### src/design/aes_pkg.sv
// ----------------------------------------------------------------------------
// aes_pkg
// Shared types, constants, S-box tables and GF(2^8) helpers for the AES core
// ----------------------------------------------------------------------------
package aes_pkg;

    localparam int unsigned RowCount = 15;

    typedef enum logic [2:0] {
        ST_IDLE,
        ST_EXPAND,
        ST_LOAD,
        ST_FIRST,
        ST_ROUND
    } aes_state_t;

    typedef struct packed {
        logic        en;
        logic [3:0]  row;
        logic [1:0]  lane;
        logic [31:0] data;
    } key_wr_t;

    localparam logic [1:0] KL_128 = 2'd0;
    localparam logic [1:0] KL_192 = 2'd1;

    localparam logic [2:0] CFG_KEY_LENGTH = 3'd0;
    localparam logic [2:0] CFG_KEY_01     = 3'd1;
    localparam logic [2:0] CFG_KEY_23     = 3'd2;
    localparam logic [2:0] CFG_KEY_45     = 3'd3;
    localparam logic [2:0] CFG_KEY_67     = 3'd4;

    localparam logic [7:0] SBOX [256] = '{
        8'h63, 8'h7c, 8'h77, 8'h7b, 8'hf2, 8'h6b, 8'h6f, 8'hc5,
        8'h30, 8'h01, 8'h67, 8'h2b, 8'hfe, 8'hd7, 8'hab, 8'h76,
        8'hca, 8'h82, 8'hc9, 8'h7d, 8'hfa, 8'h59, 8'h47, 8'hf0,
        8'had, 8'hd4, 8'ha2, 8'haf, 8'h9c, 8'ha4, 8'h72, 8'hc0,
        8'hb7, 8'hfd, 8'h93, 8'h26, 8'h36, 8'h3f, 8'hf7, 8'hcc,
        8'h34, 8'ha5, 8'he5, 8'hf1, 8'h71, 8'hd8, 8'h31, 8'h15,
        8'h04, 8'hc7, 8'h23, 8'hc3, 8'h18, 8'h96, 8'h05, 8'h9a,
        8'h07, 8'h12, 8'h80, 8'he2, 8'heb, 8'h27, 8'hb2, 8'h75,
        8'h09, 8'h83, 8'h2c, 8'h1a, 8'h1b, 8'h6e, 8'h5a, 8'ha0,
        8'h52, 8'h3b, 8'hd6, 8'hb3, 8'h29, 8'he3, 8'h2f, 8'h84,
        8'h53, 8'hd1, 8'h00, 8'hed, 8'h20, 8'hfc, 8'hb1, 8'h5b,
        8'h6a, 8'hcb, 8'hbe, 8'h39, 8'h4a, 8'h4c, 8'h58, 8'hcf,
        8'hd0, 8'hef, 8'haa, 8'hfb, 8'h43, 8'h4d, 8'h33, 8'h85,
        8'h45, 8'hf9, 8'h02, 8'h7f, 8'h50, 8'h3c, 8'h9f, 8'ha8,
        8'h51, 8'ha3, 8'h40, 8'h8f, 8'h92, 8'h9d, 8'h38, 8'hf5,
        8'hbc, 8'hb6, 8'hda, 8'h21, 8'h10, 8'hff, 8'hf3, 8'hd2,
        8'hcd, 8'h0c, 8'h13, 8'hec, 8'h5f, 8'h97, 8'h44, 8'h17,
        8'hc4, 8'ha7, 8'h7e, 8'h3d, 8'h64, 8'h5d, 8'h19, 8'h73,
        8'h60, 8'h81, 8'h4f, 8'hdc, 8'h22, 8'h2a, 8'h90, 8'h88,
        8'h46, 8'hee, 8'hb8, 8'h14, 8'hde, 8'h5e, 8'h0b, 8'hdb,
        8'he0, 8'h32, 8'h3a, 8'h0a, 8'h49, 8'h06, 8'h24, 8'h5c,
        8'hc2, 8'hd3, 8'hac, 8'h62, 8'h91, 8'h95, 8'he4, 8'h79,
        8'he7, 8'hc8, 8'h37, 8'h6d, 8'h8d, 8'hd5, 8'h4e, 8'ha9,
        8'h6c, 8'h56, 8'hf4, 8'hea, 8'h65, 8'h7a, 8'hae, 8'h08,
        8'hba, 8'h78, 8'h25, 8'h2e, 8'h1c, 8'ha6, 8'hb4, 8'hc6,
        8'he8, 8'hdd, 8'h74, 8'h1f, 8'h4b, 8'hbd, 8'h8b, 8'h8a,
        8'h70, 8'h3e, 8'hb5, 8'h66, 8'h48, 8'h03, 8'hf6, 8'h0e,
        8'h61, 8'h35, 8'h57, 8'hb9, 8'h86, 8'hc1, 8'h1d, 8'h9e,
        8'he1, 8'hf8, 8'h98, 8'h11, 8'h69, 8'hd9, 8'h8e, 8'h94,
        8'h9b, 8'h1e, 8'h87, 8'he9, 8'hce, 8'h55, 8'h28, 8'hdf,
        8'h8c, 8'ha1, 8'h89, 8'h0d, 8'hbf, 8'he6, 8'h42, 8'h68,
        8'h41, 8'h99, 8'h2d, 8'h0f, 8'hb0, 8'h54, 8'hbb, 8'h16
    };

    localparam logic [7:0] DEC_SBOX [256] = '{
        8'h52, 8'h09, 8'h6a, 8'hd5, 8'h30, 8'h36, 8'ha5, 8'h38,
        8'hbf, 8'h40, 8'ha3, 8'h9e, 8'h81, 8'hf3, 8'hd7, 8'hfb,
        8'h7c, 8'he3, 8'h39, 8'h82, 8'h9b, 8'h2f, 8'hff, 8'h87,
        8'h34, 8'h8e, 8'h43, 8'h44, 8'hc4, 8'hde, 8'he9, 8'hcb,
        8'h54, 8'h7b, 8'h94, 8'h32, 8'ha6, 8'hc2, 8'h23, 8'h3d,
        8'hee, 8'h4c, 8'h95, 8'h0b, 8'h42, 8'hfa, 8'hc3, 8'h4e,
        8'h08, 8'h2e, 8'ha1, 8'h66, 8'h28, 8'hd9, 8'h24, 8'hb2,
        8'h76, 8'h5b, 8'ha2, 8'h49, 8'h6d, 8'h8b, 8'hd1, 8'h25,
        8'h72, 8'hf8, 8'hf6, 8'h64, 8'h86, 8'h68, 8'h98, 8'h16,
        8'hd4, 8'ha4, 8'h5c, 8'hcc, 8'h5d, 8'h65, 8'hb6, 8'h92,
        8'h6c, 8'h70, 8'h48, 8'h50, 8'hfd, 8'hed, 8'hb9, 8'hda,
        8'h5e, 8'h15, 8'h46, 8'h57, 8'ha7, 8'h8d, 8'h9d, 8'h84,
        8'h90, 8'hd8, 8'hab, 8'h00, 8'h8c, 8'hbc, 8'hd3, 8'h0a,
        8'hf7, 8'he4, 8'h58, 8'h05, 8'hb8, 8'hb3, 8'h45, 8'h06,
        8'hd0, 8'h2c, 8'h1e, 8'h8f, 8'hca, 8'h3f, 8'h0f, 8'h02,
        8'hc1, 8'haf, 8'hbd, 8'h03, 8'h01, 8'h13, 8'h8a, 8'h6b,
        8'h3a, 8'h91, 8'h11, 8'h41, 8'h4f, 8'h67, 8'hdc, 8'hea,
        8'h97, 8'hf2, 8'hcf, 8'hce, 8'hf0, 8'hb4, 8'he6, 8'h73,
        8'h96, 8'hac, 8'h74, 8'h22, 8'he7, 8'had, 8'h35, 8'h85,
        8'he2, 8'hf9, 8'h37, 8'he8, 8'h1c, 8'h75, 8'hdf, 8'h6e,
        8'h47, 8'hf1, 8'h1a, 8'h71, 8'h1d, 8'h29, 8'hc5, 8'h89,
        8'h6f, 8'hb7, 8'h62, 8'h0e, 8'haa, 8'h18, 8'hbe, 8'h1b,
        8'hfc, 8'h56, 8'h3e, 8'h4b, 8'hc6, 8'hd2, 8'h79, 8'h20,
        8'h9a, 8'hdb, 8'hc0, 8'hfe, 8'h78, 8'hcd, 8'h5a, 8'hf4,
        8'h1f, 8'hdd, 8'ha8, 8'h33, 8'h88, 8'h07, 8'hc7, 8'h31,
        8'hb1, 8'h12, 8'h10, 8'h59, 8'h27, 8'h80, 8'hec, 8'h5f,
        8'h60, 8'h51, 8'h7f, 8'ha9, 8'h19, 8'hb5, 8'h4a, 8'h0d,
        8'h2d, 8'he5, 8'h7a, 8'h9f, 8'h93, 8'hc9, 8'h9c, 8'hef,
        8'ha0, 8'he0, 8'h3b, 8'h4d, 8'hae, 8'h2a, 8'hf5, 8'hb0,
        8'hc8, 8'heb, 8'hbb, 8'h3c, 8'h83, 8'h53, 8'h99, 8'h61,
        8'h17, 8'h2b, 8'h04, 8'h7e, 8'hba, 8'h77, 8'hd6, 8'h26,
        8'he1, 8'h69, 8'h14, 8'h63, 8'h55, 8'h21, 8'h0c, 8'h7d
    };

    function automatic logic [7:0] xt(input logic [7:0] x);
        return {x[6:0], 1'b0} ^ (x[7] ? 8'h1b : 8'h00);
    endfunction

    function automatic logic [7:0] mul3(input logic [7:0] x);
        return xt(x) ^ x;
    endfunction

    function automatic logic [7:0] mul9(input logic [7:0] x);
        return xt(xt(xt(x))) ^ x;
    endfunction

    function automatic logic [7:0] mul11(input logic [7:0] x);
        return xt(xt(xt(x))) ^ xt(x) ^ x;
    endfunction

    function automatic logic [7:0] mul13(input logic [7:0] x);
        return xt(xt(xt(x))) ^ xt(xt(x)) ^ x;
    endfunction

    function automatic logic [7:0] mul14(input logic [7:0] x);
        return xt(xt(xt(x))) ^ xt(xt(x)) ^ xt(x);
    endfunction

    function automatic logic [31:0] sub_word(input logic [31:0] w);
        return {SBOX[w[31:24]], SBOX[w[23:16]], SBOX[w[15:8]], SBOX[w[7:0]]};
    endfunction

    function automatic logic [3:0] rounds_of(input logic [1:0] kl);
        logic [3:0] n;
        unique case (kl)
            KL_128:  n = 4'd10;
            KL_192:  n = 4'd12;
            default: n = 4'd14;
        endcase
        return n;
    endfunction

    function automatic logic [3:0] key_words_of(input logic [1:0] kl);
        logic [3:0] n;
        unique case (kl)
            KL_128:  n = 4'd4;
            KL_192:  n = 4'd6;
            default: n = 4'd8;
        endcase
        return n;
    endfunction

endpackage

### src/design/aes_key_mem.sv
// ----------------------------------------------------------------------------
// aes_key_mem
// Round-key memory, one 128-bit row per round, word-lane writes, registered read
// ----------------------------------------------------------------------------
module aes_key_mem
    import aes_pkg::*;
(
    input  logic           clk,
    input  key_wr_t        wr,
    input  logic [3:0]     rd_row,
    output logic [127:0]   rd_data
);

    logic [127:0] mem [RowCount];

    always_ff @(posedge clk)
    begin
        if (wr.en)
        begin
            mem[wr.row][{~wr.lane, 5'b00000} +: 32] <= wr.data;
        end
        rd_data <= mem[rd_row];
    end

endmodule

### config.mk
export PLATFORM = sky130hd
export DESIGN_NAME = aes_key_mem
export DESIGN_NICKNAME = d
export VERILOG_FILES = /design/src/design/aes_pkg.sv /design/src/design/aes_key_mem.sv
export SDC_FILE = /design/constraint.sdc
export NUM_CORES = 2
export LEC_CHECK = 0
export ABC_CLOCK_PERIOD_IN_PS = 3800
export BUFFER_PORTS_ARGS = -buffer_cell sky130_fd_sc_hd__buf_4
export CAP_MARGIN = 10
export CELL_PAD_IN_SITES_DETAIL_PLACEMENT = 0
export CELL_PAD_IN_SITES_GLOBAL_PLACEMENT = 1
export CORE_MARGIN = 2
export CORE_UTILIZATION = 25
export CTS_CLUSTER_DIAMETER = 200
export DETAILED_ROUTE_END_ITERATION = 12
export GPL_TIMING_DRIVEN = 1
export PLACE_DENSITY = 0.52
export SYNTH_ARGS = -nofsm -noshare
export SYNTH_HDL_FRONTEND = slang
export SYNTH_SLANG_ARGS = --single-unit
### constraint.sdc
create_clock -name clk -period 3.8 [get_ports clk]
set_clock_uncertainty 0.2 [all_clocks]
set_input_delay 0.57 -clock clk [delete_from_list [all_inputs] [get_ports clk]]
set_output_delay 0.57 -clock clk [all_outputs]
set_load 0.005 [all_outputs]
==> results.txt <==
maximum VDD drop = 357 uV
CP max stage delay = 0.66 ns
commonest non-fill, non-tap cells in the layout = edfxtp_1 (1,920), mux4_2 (349), buf_4 (251)
Cell Area, Synth = 0.0763 sq mm
stages on the worst setup path = 5
Crit Path Max Fanout = 26
Hold Path Class = input port to register
RSZ-0062 raised after global routing = no
Slew @ Worst Pin = 0.884 ns
sequential-to-total area share from yosys stat = 78.9%
crit-path most repeated cell = buf_4
routed wire length = 226 mm
Tot Pwr = 0.0493 W
Leakage = 25.0 nW
Clock Tree Buf Depth = 4
area taken by multi-input logic gates = 0.0154 sq mm
first-pass GRT wire length = 312 mm
WP data arrival = 2.96 ns
r2r setup slk = 2.04 ns
Via Count = 37,900
CP max-delay cell = nand2_4
Resize count post-CTS = 0
drt pass-1 iters = 5
outcome = finished clean
Synth cell types = 35
Startpoint Class = input port
TritonCTS Buffers = 227
vias per cell = 4.57
commonest non-fill, non-tap cell in the layout = edfxtp_1
CTS tree = done
Yosys Warn Count = 0
setup bufs post-CTS = 0
# nets final = 4,123
Placed Cells incl. Taps = 7,822
hold-critical path endpoint = rd_data[121]
1st-iter DRT viols = 3,448
Synth Instances = 3,715
clk slew on worst S/H paths = 0.07 ns
dpl hpwl = 121 mm
GRT Overall Usage = 14.4%
Tcrit/Tclk final = 66.0%
type of the worst setup path = input port to register
crit-path cells = dlygate4sd3_1 > buf_4 > nand2_4 > buf_4 > o211ai_1
max-slew violations = 0
vias in the first global route = 38,700
IO Port Bufs = 171
initial antenna violation count = 43
Non-Filler Instances = 8,283
worst flop-to-flop path startpoint = mem[7][1]
initial core utilization = 25.2%
die area = 0.310 sq mm
FF-to-FF End = rd_data[1]
crit path time final = 2.51 ns
WP data required = 4.25 ns
#FFs+latches synth = 2,048
Avg Cell Area, Syn = 20.5 sq um
largest net degree at the start of global routing = 76
CP bufs+invs = 3
share of cells above drive strength 1 = 26.0%
final worst slack = 1.29 ns
clk sinks = 2,048
Max Cap Viol = 0
Area Growth Syn to Fin = 20.4%
Core Rows = 202
hold path cells = 3
Top Ports = 172
root buffer cell = clkbuf_16
setup TNS = 0 ns
Worst slew margin = 41.1%
die width = 556 microns
htree depth = 4
Die Ht = 556 microns
Place WS = 0.687 ns
CP endpoint kind = register
Remaining DRCs = 0
FF-to-FF path depth = 4
cell class contributing the biggest share of worst-path delay = buffers and inverters
Final Setup Violations = 0
post-route ant nets = 0
Layout fillers = 29,400
PD cells = 537 mW/mm^2
post-DR wirelength/cell = 27.3 microns
Hold Crit Start = rd_row[2]
worst-skew pair later-pin latency = 0.88 ns
final instance area = 0.0919 sq mm
final hold vios = 0
placed cell areas = 0.0842 sq mm
gpl congestion = 0.719
FMAX = 0.399 GHz
GRT overflow = 0
Net Count, Synth = 3,764
Core ar. = 0.303 sq mm
Reg area = 0.0602 sq mm
how the worst max path moves through the flow:
stage                      from  slack [ns]          end
CTS                 rd_data[63]        1.28  rd_data[63]
global route          rd_row[3]        1.30  rd_data[68]
detailed placement       wr[32]        0.69  mem[14][80]
finish                rd_row[3]        1.29  rd_data[68]
global placement         wr[32]        0.75  mem[13][80]
floorplan                wr[32]        0.68   mem[11][0]
tightest hold or removal path: cells and delay by family:
kind	cells	cell delay [ns]
buffers and inverters	1	0.20
AOI/OAI and AO/OA	2	0.27
final cells by class:
type / count / share of cell area, %
Clock inverter: 119 / 1.41
Antenna cell: 43 / 0.117
Multi-Input combinational cell: 1456 / 16.8
Inverter: 4 / 0.0163
Timing Repair Buffer: 337 / 3.89
Clock buffer: 298 / 6.83
Tap cell: 3978 / 5.42
Sequential cell: 2048 / 65.5
state kept, by name, indices dropped and copies added, names as in the netlist:
name	cells
mem	1920
rd_data	128
power breakdown:
group | leakage, nW | internal [W] | switching, W | total [W]
clock | 3.71 | 0.0132 | 0.00898 | 0.0222
combinational | 6.55 | 0.000760 | 0.00137 | 0.00213
sequential | 14.7 | 0.0248 | 0.000187 | 0.0250
total | 25.0 | 0.0388 | 0.0105 | 0.0493
repair_timing:
item,CTS,global route
setup endpoints to repair,0,0
hold buffers,1,0
endpoints found under the hold margin,1,0
synth_stat cells:
| cell | count | area, sq um |
|---|---|---|
| mux2i_1 | 198 | 1980 |
| clkbuf_1 | 81 | 304 |
| buf_1 | 14 | 52.6 |
| edfxtp_1 | 1920 | 57700 |
| a31oi_1 | 36 | 225 |
| o211ai_1 | 93 | 698 |
| nor4_1 | 1 | 6.26 |
| buf_12 | 1 | 20.0 |
| ha_1 | 5 | 62.6 |
| o22ai_1 | 35 | 219 |
| and2b_1 | 1 | 7.51 |
| dfxtp_1 | 128 | 2560 |
| a211oi_1 | 1 | 7.51 |
| clkinv_1 | 1 | 3.75 |
| nor3_1 | 1 | 5.00 |
| nor4b_1 | 1 | 8.76 |
| and4b_1 | 1 | 10.0 |
| buf_6 | 21 | 236 |
| inv_1 | 3 | 11.3 |
| mux4_2 | 349 | 7860 |
| nand2b_1 | 36 | 225 |
| nor2b_1 | 6 | 37.5 |
| clkbuf_4 | 1 | 7.51 |
| a21oi_1 | 92 | 460 |
| o21ai_1 | 5 | 25.0 |
| nand2_1 | 144 | 541 |
| a22oi_1 | 127 | 953 |
| buf_4 | 32 | 240 |
| buf_2 | 56 | 280 |
| nor2_1 | 159 | 597 |
| and2_1 | 128 | 801 |
| or2_2 | 1 | 6.26 |
| o21ai_0 | 30 | 150 |
| buf_8 | 1 | 15.0 |
| nand3_1 | 6 | 30.0 |
stage by stage:
stage	hold WS, ns	util (%)
2_1_floorplan	0.320	-
3_3_place_gp	0.329	27.8
4_1_cts	0.0122	30.3
5_1_grt	0.0844	30.3
6_report	0.0946	30.3
3_5_place_dp	0.339	27.8
metal layers:
layer  routed length (microns)  GRT usage (%)  up-vias
met5                        19              0        -
met4                      5470           3.69        4
met3                     13000           1.97      308
met2                    111000           24.0     1149
met1                     97300           19.6    20500
li1                          -              -    15900
cell families after synthesis:
group,Yosys count,share of synthesized area (%)
adder cells (fa/ha/maj),5,0.0820
multiplexers,547,12.9
flip-flops,2048,78.9
buffers and inverters,211,1.53
AO/OA/AOI/OAI,419,3.59
AND/OR/NAND/NOR,485,2.98
(Power assumes the default switching activity.)
